===== config.mk =====
export PLATFORM = sky130hd
export DESIGN_NAME = ring_queue_with_remove_at_offset_top_flat
export DESIGN_NICKNAME = d
export VERILOG_FILES = /design/src/design/rqro_pkg.sv /design/src/design/rqro_req_if.sv /design/src/design/rqro_rsp_if.sv /design/src/design/ring_queue_with_remove_at_offset_top.sv /design/src/flat_wrapper.sv
export SDC_FILE = /design/constraint.sdc
export NUM_CORES = 1
export LEC_CHECK = 0
export BUFFER_PORTS_ARGS = -buffer_cell sky130_fd_sc_hd__buf_2
export CORE_MARGIN = 5
export CORE_UTILIZATION = 45
export CTS_CLUSTER_SIZE = 30
export DETAILED_ROUTE_END_ITERATION = 16
export PLACE_DENSITY_LB_ADDON = 0.05
export SETUP_SLACK_MARGIN = 0.02
export SLEW_MARGIN = 20
export SYNTH_ARGS = -nofsm -noshare
export SYNTH_HDL_FRONTEND = slang
export SYNTH_SLANG_ARGS = --single-unit

===== constraint.sdc =====
create_clock -name clk -period 7.2 [get_ports clk]
set_clock_uncertainty 0.05 [all_clocks]
set_input_delay 0.72 -clock clk [delete_from_list [all_inputs] [get_ports clk]]
set_output_delay 0.72 -clock clk [all_outputs]
set_load 0.005 [all_outputs]

===== src/design/rqro_pkg.sv =====
// ----------------------------------------------------------------------------
// rqro_pkg: shared types and constants for the ring queue
// Field widths of the item channels, command codes and sequencer states.
// ----------------------------------------------------------------------------
`default_nettype none

package rqro_pkg;

	localparam int CMD_W = 3;
	localparam int DIO_W = 8;
	localparam int OFS_W = 6;
	localparam int CNT_W = 6;

	typedef enum logic [CMD_W-1:0] {
		CMD_ENQ    = 3'd0,
		CMD_REMOVE = 3'd1,
		CMD_PEEK   = 3'd2,
		CMD_DUMP   = 3'd3,
		CMD_CLEAR  = 3'd4
	} cmd_e_t;

	typedef enum logic [2:0] {
		ST_IDLE,
		ST_EXEC,
		ST_TAKE,
		ST_SHIFT,
		ST_EMIT
	} state_t;

endpackage

`default_nettype wire


===== src/design/rqro_req_if.sv =====
// ----------------------------------------------------------------------------
// rqro_req_if: command channel of the ring queue
// Valid/ready handshake carrying one command item.
// ----------------------------------------------------------------------------
`default_nettype none

interface rqro_req_if;
	logic                       valid;
	logic                       ready;
	logic [rqro_pkg::CMD_W-1:0] cmd;
	logic [rqro_pkg::DIO_W-1:0] wr_data;
	logic [rqro_pkg::OFS_W-1:0] offset;
	logic [rqro_pkg::CNT_W-1:0] limit;

	modport source (output valid, output cmd, output wr_data, output offset, output limit,
		input ready);
	modport sink (input valid, input cmd, input wr_data, input offset, input limit,
		output ready);
endinterface

`default_nettype wire


===== src/design/rqro_rsp_if.sv =====
// ----------------------------------------------------------------------------
// rqro_rsp_if: result channel of the ring queue
// Valid/ready handshake carrying one result item.
// ----------------------------------------------------------------------------
`default_nettype none

interface rqro_rsp_if;
	logic                       valid;
	logic                       ready;
	logic                       ok;
	logic [rqro_pkg::DIO_W-1:0] rd_data;
	logic [rqro_pkg::CNT_W-1:0] count;
	logic                       is_empty;
	logic                       is_full;
	logic                       last;

	modport source (output valid, output ok, output rd_data, output count, output is_empty,
		output is_full, output last, input ready);
	modport sink (input valid, input ok, input rd_data, input count, input is_empty,
		input is_full, input last, output ready);
endinterface

`default_nettype wire


===== src/design/ring_queue_with_remove_at_offset_top.sv =====
// ----------------------------------------------------------------------------
// ring_queue_with_remove_at_offset_top: ring queue with remove at offset
// DEPTH-slot ring holding up to DEPTH-1 items; enqueue, remove at offset,
// peek at offset, dump from head, clear. One memory, one sequencer.
// ----------------------------------------------------------------------------
//  channel | dir | handshake   | payload
//  req     | in  | valid/ready | cmd, wr_data, offset, limit
//  rsp     | out | valid/ready | ok, rd_data, count, is_empty, is_full, last
//
//  Remove moves the items between head and the removed slot one slot per
//  cycle. The slot memory has one write port and one registered read port.
//  req.ready is high only in idle; one result register feeds rsp, and the
//  sequencer waits while it is full. Reset clears head, tail and control.
// ----------------------------------------------------------------------------
`default_nettype none

module ring_queue_with_remove_at_offset_top #(
	parameter int DEPTH      = 64,
	parameter int DATA_WIDTH = 8
) (
	input  wire logic      clk,
	input  wire logic      arst_n,
	rqro_req_if.sink       req,
	rqro_rsp_if.source     rsp
);
	import rqro_pkg::*;

	localparam int PW = $clog2(DEPTH);
	localparam logic [PW-1:0] PTR_MAX = PW'(DEPTH - 1);
	localparam logic [PW:0]   DEPTH_X = (PW + 1)'(DEPTH);

	function automatic logic [PW-1:0] ptr_inc(input logic [PW-1:0] p);
		return (p == PTR_MAX) ? '0 : p + 1'b1;
	endfunction

	function automatic logic [PW-1:0] ptr_dec(input logic [PW-1:0] p);
		return (p == '0) ? PTR_MAX : p - 1'b1;
	endfunction

	function automatic logic [PW-1:0] ptr_add(input logic [PW-1:0] a, input logic [PW-1:0] b);
		logic [PW:0] s;
		s = {1'b0, a} + {1'b0, b};
		if (s >= DEPTH_X) begin
			s = s - DEPTH_X;
		end
		return s[PW-1:0];
	endfunction

	state_t state_q, state_d;

	logic [PW-1:0]         head_q, head_d, tail_q, tail_d;
	logic [PW-1:0]         pos_q, pos_d, src_q, src_d;
	logic [CNT_W-1:0]      cnt_q, cnt_d;
	logic [DATA_WIDTH-1:0] data_q, data_d;
	logic                  ok_q, ok_d, last_q, last_d;

	logic [CMD_W-1:0]      cmd_q;
	logic [DATA_WIDTH-1:0] wdat_q;
	logic [OFS_W-1:0]      off_q;
	logic [CNT_W-1:0]      lim_q;

	logic [DATA_WIDTH-1:0] mem [DEPTH];
	logic [DATA_WIDTH-1:0] mem_rdat_q;
	logic                  mem_we, mem_re;
	logic [PW-1:0]         mem_waddr, mem_raddr;
	logic [DATA_WIDTH-1:0] mem_wdata;

	logic                  out_valid_q, out_valid_d;
	logic                  out_ok_q, out_empty_q, out_full_q, out_last_q;
	logic [DIO_W-1:0]      out_rd_q;
	logic [CNT_W-1:0]      out_cnt_q;
	logic                  in_ld, out_ld, emit_go;

	logic [PW-1:0]               occ;
	logic [CNT_W+PW-1:0]         occ_ext;
	logic [CNT_W-1:0]            occ_cnt;
	logic                        q_full, off_ok;
	logic [CNT_W-1:0]            dump_n;
	logic [PW-1:0]               pos_off;
	logic [DATA_WIDTH+DIO_W-1:0] wr_ext;
	logic [DATA_WIDTH+DIO_W-1:0] rd_ext;
	logic                        dump_more;

	always_comb begin
		if (tail_q >= head_q) begin
			occ = tail_q - head_q;
		end else begin
			occ = PW'({1'b0, tail_q} + DEPTH_X - {1'b0, head_q});
		end
	end

	assign occ_ext   = {{CNT_W{1'b0}}, occ};
	assign occ_cnt   = occ_ext[CNT_W-1:0];
	assign q_full    = (ptr_inc(tail_q) == head_q);
	assign off_ok    = (off_q < occ_cnt);
	assign dump_n    = (occ_cnt < lim_q) ? occ_cnt : lim_q;
	assign pos_off   = ptr_add(head_q, off_q[PW-1:0]);
	assign wr_ext    = {{DATA_WIDTH{1'b0}}, req.wr_data};
	assign rd_ext    = {{DIO_W{1'b0}}, data_q};
	assign emit_go   = !out_valid_q || rsp.ready;
	assign dump_more = (cmd_q == CMD_DUMP) && ok_q && !last_q;

	// next state
	always_comb begin
		state_d = state_q;
		case (state_q)
			ST_IDLE: begin
				if (req.valid) begin
					state_d = ST_EXEC;
				end
			end
			ST_EXEC: begin
				case (cmd_q)
					CMD_REMOVE, CMD_PEEK: state_d = off_ok ? ST_TAKE : ST_EMIT;
					CMD_DUMP:             state_d = (dump_n != '0) ? ST_TAKE : ST_EMIT;
					default:              state_d = ST_EMIT;
				endcase
			end
			ST_TAKE: begin
				if ((cmd_q == CMD_REMOVE) && (cnt_q != '0)) begin
					state_d = ST_SHIFT;
				end else begin
					state_d = ST_EMIT;
				end
			end
			ST_SHIFT: begin
				if (cnt_q == CNT_W'(1)) begin
					state_d = ST_EMIT;
				end
			end
			ST_EMIT: begin
				if (emit_go) begin
					state_d = dump_more ? ST_TAKE : ST_IDLE;
				end
			end
			default: state_d = ST_IDLE;
		endcase
	end

	// outputs
	always_comb begin
		head_d      = head_q;
		tail_d      = tail_q;
		pos_d       = pos_q;
		src_d       = src_q;
		cnt_d       = cnt_q;
		data_d      = data_q;
		ok_d        = ok_q;
		last_d      = last_q;
		mem_we      = 1'b0;
		mem_re      = 1'b0;
		mem_waddr   = tail_q;
		mem_wdata   = wdat_q;
		mem_raddr   = pos_q;
		in_ld       = 1'b0;
		out_ld      = 1'b0;
		out_valid_d = out_valid_q && !rsp.ready;
		case (state_q)
			ST_IDLE: begin
				in_ld = req.valid;
			end
			ST_EXEC: begin
				last_d = 1'b1;
				data_d = '0;
				ok_d   = 1'b0;
				case (cmd_q)
					CMD_ENQ: begin
						if (!q_full) begin
							mem_we = 1'b1;
							tail_d = ptr_inc(tail_q);
							ok_d   = 1'b1;
						end
					end
					CMD_REMOVE, CMD_PEEK: begin
						if (off_ok) begin
							mem_re    = 1'b1;
							mem_raddr = pos_off;
							pos_d     = pos_off;
							src_d     = ptr_dec(pos_off);
							cnt_d     = off_q;
							ok_d      = 1'b1;
						end
					end
					CMD_DUMP: begin
						if (dump_n != '0) begin
							mem_re    = 1'b1;
							mem_raddr = head_q;
							pos_d     = head_q;
							cnt_d     = dump_n;
							ok_d      = 1'b1;
						end
					end
					CMD_CLEAR: begin
						head_d = '0;
						tail_d = '0;
						ok_d   = 1'b1;
					end
					default: begin
						ok_d = 1'b0;
					end
				endcase
			end
			ST_TAKE: begin
				data_d = mem_rdat_q;
				if (cmd_q == CMD_REMOVE) begin
					if (cnt_q == '0) begin
						head_d = ptr_inc(head_q);
					end else begin
						mem_re    = 1'b1;
						mem_raddr = src_q;
					end
				end
				if (cmd_q == CMD_DUMP) begin
					last_d = (cnt_q == CNT_W'(1));
				end
			end
			ST_SHIFT: begin
				// move one item toward the removed slot, fetch the next one
				mem_we    = 1'b1;
				mem_waddr = pos_q;
				mem_wdata = mem_rdat_q;
				mem_re    = 1'b1;
				mem_raddr = ptr_dec(src_q);
				pos_d     = src_q;
				src_d     = ptr_dec(src_q);
				cnt_d     = cnt_q - 1'b1;
				if (cnt_q == CNT_W'(1)) begin
					head_d = ptr_inc(head_q);
				end
			end
			ST_EMIT: begin
				if (emit_go) begin
					out_ld      = 1'b1;
					out_valid_d = 1'b1;
					if (dump_more) begin
						pos_d     = ptr_inc(pos_q);
						cnt_d     = cnt_q - 1'b1;
						mem_re    = 1'b1;
						mem_raddr = ptr_inc(pos_q);
					end
				end
			end
			default: begin
				in_ld = 1'b0;
			end
		endcase
	end

	always_ff @(posedge clk or negedge arst_n) begin
		if (!arst_n) begin
			state_q     <= ST_IDLE;
			head_q      <= '0;
			tail_q      <= '0;
			cnt_q       <= '0;
			ok_q        <= 1'b0;
			last_q      <= 1'b0;
			cmd_q       <= '0;
			out_valid_q <= 1'b0;
		end else begin
			state_q     <= state_d;
			head_q      <= head_d;
			tail_q      <= tail_d;
			cnt_q       <= cnt_d;
			ok_q        <= ok_d;
			last_q      <= last_d;
			out_valid_q <= out_valid_d;
			if (in_ld) begin
				cmd_q <= req.cmd;
			end
		end
	end

	always_ff @(posedge clk) begin
		pos_q  <= pos_d;
		src_q  <= src_d;
		data_q <= data_d;
		if (in_ld) begin
			wdat_q <= wr_ext[DATA_WIDTH-1:0];
			off_q  <= req.offset;
			lim_q  <= req.limit;
		end
		if (out_ld) begin
			out_ok_q    <= ok_q;
			out_rd_q    <= rd_ext[DIO_W-1:0];
			out_cnt_q   <= occ_cnt;
			out_empty_q <= (occ == '0);
			out_full_q  <= q_full;
			out_last_q  <= last_q;
		end
	end

	always_ff @(posedge clk) begin
		if (mem_we) begin
			mem[mem_waddr] <= mem_wdata;
		end
		if (mem_re) begin
			mem_rdat_q <= mem[mem_raddr];
		end
	end

	assign req.ready    = (state_q == ST_IDLE);
	assign rsp.valid    = out_valid_q;
	assign rsp.ok       = out_ok_q;
	assign rsp.rd_data  = out_rd_q;
	assign rsp.count    = out_cnt_q;
	assign rsp.is_empty = out_empty_q;
	assign rsp.is_full  = out_full_q;
	assign rsp.last     = out_last_q;

endmodule

`default_nettype wire


===== src/flat_wrapper.sv =====
// flat-port wrapper written by rule: the top's interface ports become plain ports
module ring_queue_with_remove_at_offset_top_flat import rqro_pkg::*;
#(
	parameter int DEPTH      = 64,
	parameter int DATA_WIDTH = 8
)
  (clk, arst_n, req_valid, req_cmd, req_wr_data, req_offset, req_limit, req_ready, rsp_valid, rsp_ok, rsp_rd_data, rsp_count, rsp_is_empty, rsp_is_full, rsp_last, rsp_ready);
  rqro_req_if req_i ();
  rqro_rsp_if rsp_i ();
  input  wire logic clk;
  input  wire logic arst_n;
  input wire logic [$bits(req_i.valid)-1:0] req_valid;
  input wire logic [$bits(req_i.cmd)-1:0] req_cmd;
  input wire logic [$bits(req_i.wr_data)-1:0] req_wr_data;
  input wire logic [$bits(req_i.offset)-1:0] req_offset;
  input wire logic [$bits(req_i.limit)-1:0] req_limit;
  output wire logic [$bits(req_i.ready)-1:0] req_ready;
  output wire logic [$bits(rsp_i.valid)-1:0] rsp_valid;
  output wire logic [$bits(rsp_i.ok)-1:0] rsp_ok;
  output wire logic [$bits(rsp_i.rd_data)-1:0] rsp_rd_data;
  output wire logic [$bits(rsp_i.count)-1:0] rsp_count;
  output wire logic [$bits(rsp_i.is_empty)-1:0] rsp_is_empty;
  output wire logic [$bits(rsp_i.is_full)-1:0] rsp_is_full;
  output wire logic [$bits(rsp_i.last)-1:0] rsp_last;
  input wire logic [$bits(rsp_i.ready)-1:0] rsp_ready;
  assign req_i.valid = req_valid;
  assign req_i.cmd = req_cmd;
  assign req_i.wr_data = req_wr_data;
  assign req_i.offset = req_offset;
  assign req_i.limit = req_limit;
  assign req_ready = req_i.ready;
  assign rsp_valid = rsp_i.valid;
  assign rsp_ok = rsp_i.ok;
  assign rsp_rd_data = rsp_i.rd_data;
  assign rsp_count = rsp_i.count;
  assign rsp_is_empty = rsp_i.is_empty;
  assign rsp_is_full = rsp_i.is_full;
  assign rsp_last = rsp_i.last;
  assign rsp_i.ready = rsp_ready;
  ring_queue_with_remove_at_offset_top #(.DEPTH(DEPTH), .DATA_WIDTH(DATA_WIDTH)) u_core (.clk(clk), .arst_n(arst_n), .req(req_i), .rsp(rsp_i));
endmodule

==> summary.md <==
| Metric | Value |
|---|---|
| Worst path bufs/invs | `5` |
| Antenna-violating nets left | `0` |
| Max Buffers Root-to-Sink | `3` |
| Vias per cell | `5.89` |
| FILL cells | `4788` |
| Delay-heaviest family, CP | `compound AO/OA/AOI/OAI gates` |
| Critical Path RT | `7500 ps` |
| Die H | `252 um` |
| GRT Util Overall | `21.7%` |
| Tmin final | `6610 ps` |
| CTS tree | `yes` |
| WP data arrival | `6900 ps` |
| Fin. max-slew vios | `0` |
| Asr flop ratio synth | `4.46%` |
| Setup tns final | `0 ps` |
| Total grt overflow | `0` |
| DIE AREA | `63800 um2` |
| CTS buffer count | `67` |
| Critical path's slowest cell | `mux4_1` |
| Warnings from Yosys | `0` |
| Slew headroom | `26.5%` |
| WL final | `69.6 mm` |
| CP max stage delay | `600 ps` |
| Cell taking the most area after synthesis | `edfxtp_1` |
| Cell Chain, Critical Path | `inv_1 > ha_1 > inv_1 > fa_1 > a21o_1 > a21oi_2 > xnor2_1 > inv_1 > ha_1 > a21o_1 > a2111oi_4 > a21oi_1 > a221o_1 > a31oi_4 > a31o_4 > buf_4 > buf_4 > mux4_1 > a22oi_1 > nand4_1 > and4_1` |
| Via count | `15500` |
| Post-route clock period utilization | `91.8%` |
| Wire per inst | `26.4 um` |
| Post-synth EDFFs | `578` |
| Worst-margin pin slew | `1100 ps` |
| Detailed placer's ending HPWL | `44.6 mm` |
| CP Class | `flip-flop to flip-flop` |
| GR Layer Usage met1 | `30.7%` |
| RSZ-0062 raised after global routing | `false` |
| Worst-skew pair later-pin latency | `600 ps` |
| Sequential-to-total area share from yosys stat | `68.1%` |
| Status | `completed` |
| IO Pins | `47` |
| Min-Delay Path Class | `primary input to async pin` |
| Final hold vios | `0` |
| Crit path top cell by count | `inv_1` |
| 1st-iter DRT viols | `1420` |
| Unique masters post-synth | `90` |
| Syn Area/Cell | `15.2 um2` |
| I/O Buffers | `46` |
| Layout cells sized above 1 | `17.0%` |
| Fmax | `151 MHz` |
| Nets | `1873` |
| Met2 Resource Use GR | `34.9%` |
| Post-route DRC | `0` |
| Vias in the first global route | `15600` |
| Core footprint | `58000 um2` |
| Syn Nets | `1799` |
| Mapped Area | `26500 um2` |
| Initial Utilization | `45.6%` |
| Num rows | `88` |
| Root buffer cell | `clkbuf_16` |
| First-pass GRT wire length | `104 mm` |
| Most area-consuming cells after synthesis | `edfxtp_1 66%, mux4_2 5.5%, mux2i_1 4.0%` |
| Largest net degree at the start of global routing | `65` |
| Primary FF master, synth | `edfxtp_1` |
| Htree depth | `3` |
| Grt met3 use | `3.27%` |
| Area growth, synth to finish | `12.5%` |
| Initial antenna violation count | `1` |
| # setup viols final | `0` |
| Cells after synthesis | `1742` |
| Post-CTS sizing | `0` |
| Pre-Repair DR Iteration Count | `5` |
| CTS Sinks | `605` |
| CP endpoint kind | `flip-flop` |
| Max_cap viols | `0` |
| Register bit total from synthesis | `605` |
| Startpoint types | `flip-flop` |
| Final Wtd Congestion | `0.874` |
| Yosys top cell area share | `65.6%` |
| Clk slew on worst S/H paths | `60 ps` |
| Die Wd | `252 um` |
| Global route hottest layer | `met2` |
| Crit Path Max Fanout | `12` |
synthesized netlist by cell type (all sizes together) (8+ instances only):
master	instances
a21o	11
dfrtp	27
ha	28
and4	9
mux2i	106
nand4	14
o211ai	14
nand3	51
mux4	70
inv	38
xnor2	19
o21ai	45
buf	44
mux2	12
o31ai	10
a221oi	14
a211oi	12
and2	18
a21oi	57
a22o	10
clkbuf	49
edfxtp	578
and3	13
a31oi	13
nand2	197
nor4	8
nor2	109
nand2b	8
nor3	29
a22oi	25
layout by cell type (no fill, tap or decap), types with 28 or more instances in the layout:
cell       count
edfxtp_1     578
nand2_1      188
mux2i_1      105
nor2_1       104
clkbuf_16     71
mux4_2        65
a21oi_1       55
nand3_1       51
buf_2         46
buf_4         45
o21ai_0       39
inv_1         37
ha_1          28
path summary, 6_finish.rpt:
check                                                    start                         endpoint  slack (ps)  cells after the start
min in group clk                                req_wr_data[4]       u_core.wdat_q[4]$_DFFE_PP_         240                      1
worst max register to register    u_core.tail_q[0]$_DFFE_PN0P_   u_core.mem_rdat_q[7]$_DFFE_PP_         590                     21
worst min-delay path                                    arst_n      u_core.cmd_q[0]$_DFFE_PN0P_         130                      1
worst max-delay path              u_core.tail_q[0]$_DFFE_PN0P_   u_core.mem_rdat_q[7]$_DFFE_PP_         590                     21
max in group asynchronous                               arst_n      u_core.cmd_q[2]$_DFFE_PN0P_        6490                      1
worst min register to register  u_core.data_q[3]$_SDFFCE_PN0P_  u_core.rsp.rd_data[3]$_DFFE_PP_         370                      0
sequential cells by signal (all words and copies together) (netlist names), 8 cells and up:
register,count
u_core.mem_rdat_q,8
u_core.wdat_q,8
u_core.data_q,8
u_core.mem,512
u_core.rsp.rd_data,8
kinds of logic after synthesis:
kind of cell | Yosys count | share of synthesized area [%]
flops | 605 | 68.1
simple gates | 493 | 8.91
compound gates | 269 | 7.32
mux | 188 | 10.6
buf+inv | 131 | 2.66
fa+ha+maj | 30 | 1.48
xor+xnor | 26 | 0.917
worst reg2reg max path: stages, from the launching register on:
cell       delay [ps]
dfrtp_1           480
inv_1             160
ha_1              190
inv_1              60
fa_1              420
a21o_1            190
a21oi_2           140
xnor2_1           300
inv_1             100
ha_1              310
a21o_1            200
a2111oi_4         430
a21oi_1           260
a221o_1           460
a31oi_4           400
a31o_4            260
buf_4             270
buf_4             250
mux4_1            600
a22oi_1           290
nand4_1           240
and4_1            290
per-layer routing:
metal  wire (um)  up-vias
met4        2250        0
met5           0        -
met3        3560      130
met1       30800     7934
met2       33000      501
li1            -     6955
metrics by stage:
step           worst slack, ps  std cells  instance area, um2  utilization [%]  hold WS, ps
2_1_floorplan             1770       1742               26500                -          350
3_3_place_gp               409       2509               27600             47.6          356
3_5_place_dp               280       2509               27600             47.6          362
4_1_cts                    255       2630               29800             51.3          138
5_1_grt                    251       2633               29800             51.3          172
6_report                   591       2634               29800             51.3          132
area by class of cell:
| type | instances | area [um2] | share of cell area (%) |
|---|---|---|---|
| Inverter | 38 | 143 | 0.479 |
| Clock buffer | 87 | 1840 | 6.17 |
| Multi-Input combinational cell | 1007 | 7820 | 26.3 |
| Sequential cell | 605 | 18000 | 60.6 |
| Clock inverter | 34 | 300 | 1.01 |
| Tap cell | 765 | 957 | 3.21 |
| Timing Repair Buffer | 97 | 688 | 2.31 |
| Antenna cell | 1 | 2.50 | 0.00840 |
repair_timing:
action                     in CTS  in global routing
hold buffers                    0                  0
setup buffers                   0                  2
setup endpoints to repair       0                  8
hold endpoints to repair        0                  0
Power is not shown: default switching activity piles up to over one toggle a cycle in this logic, so the estimate is an artifact.
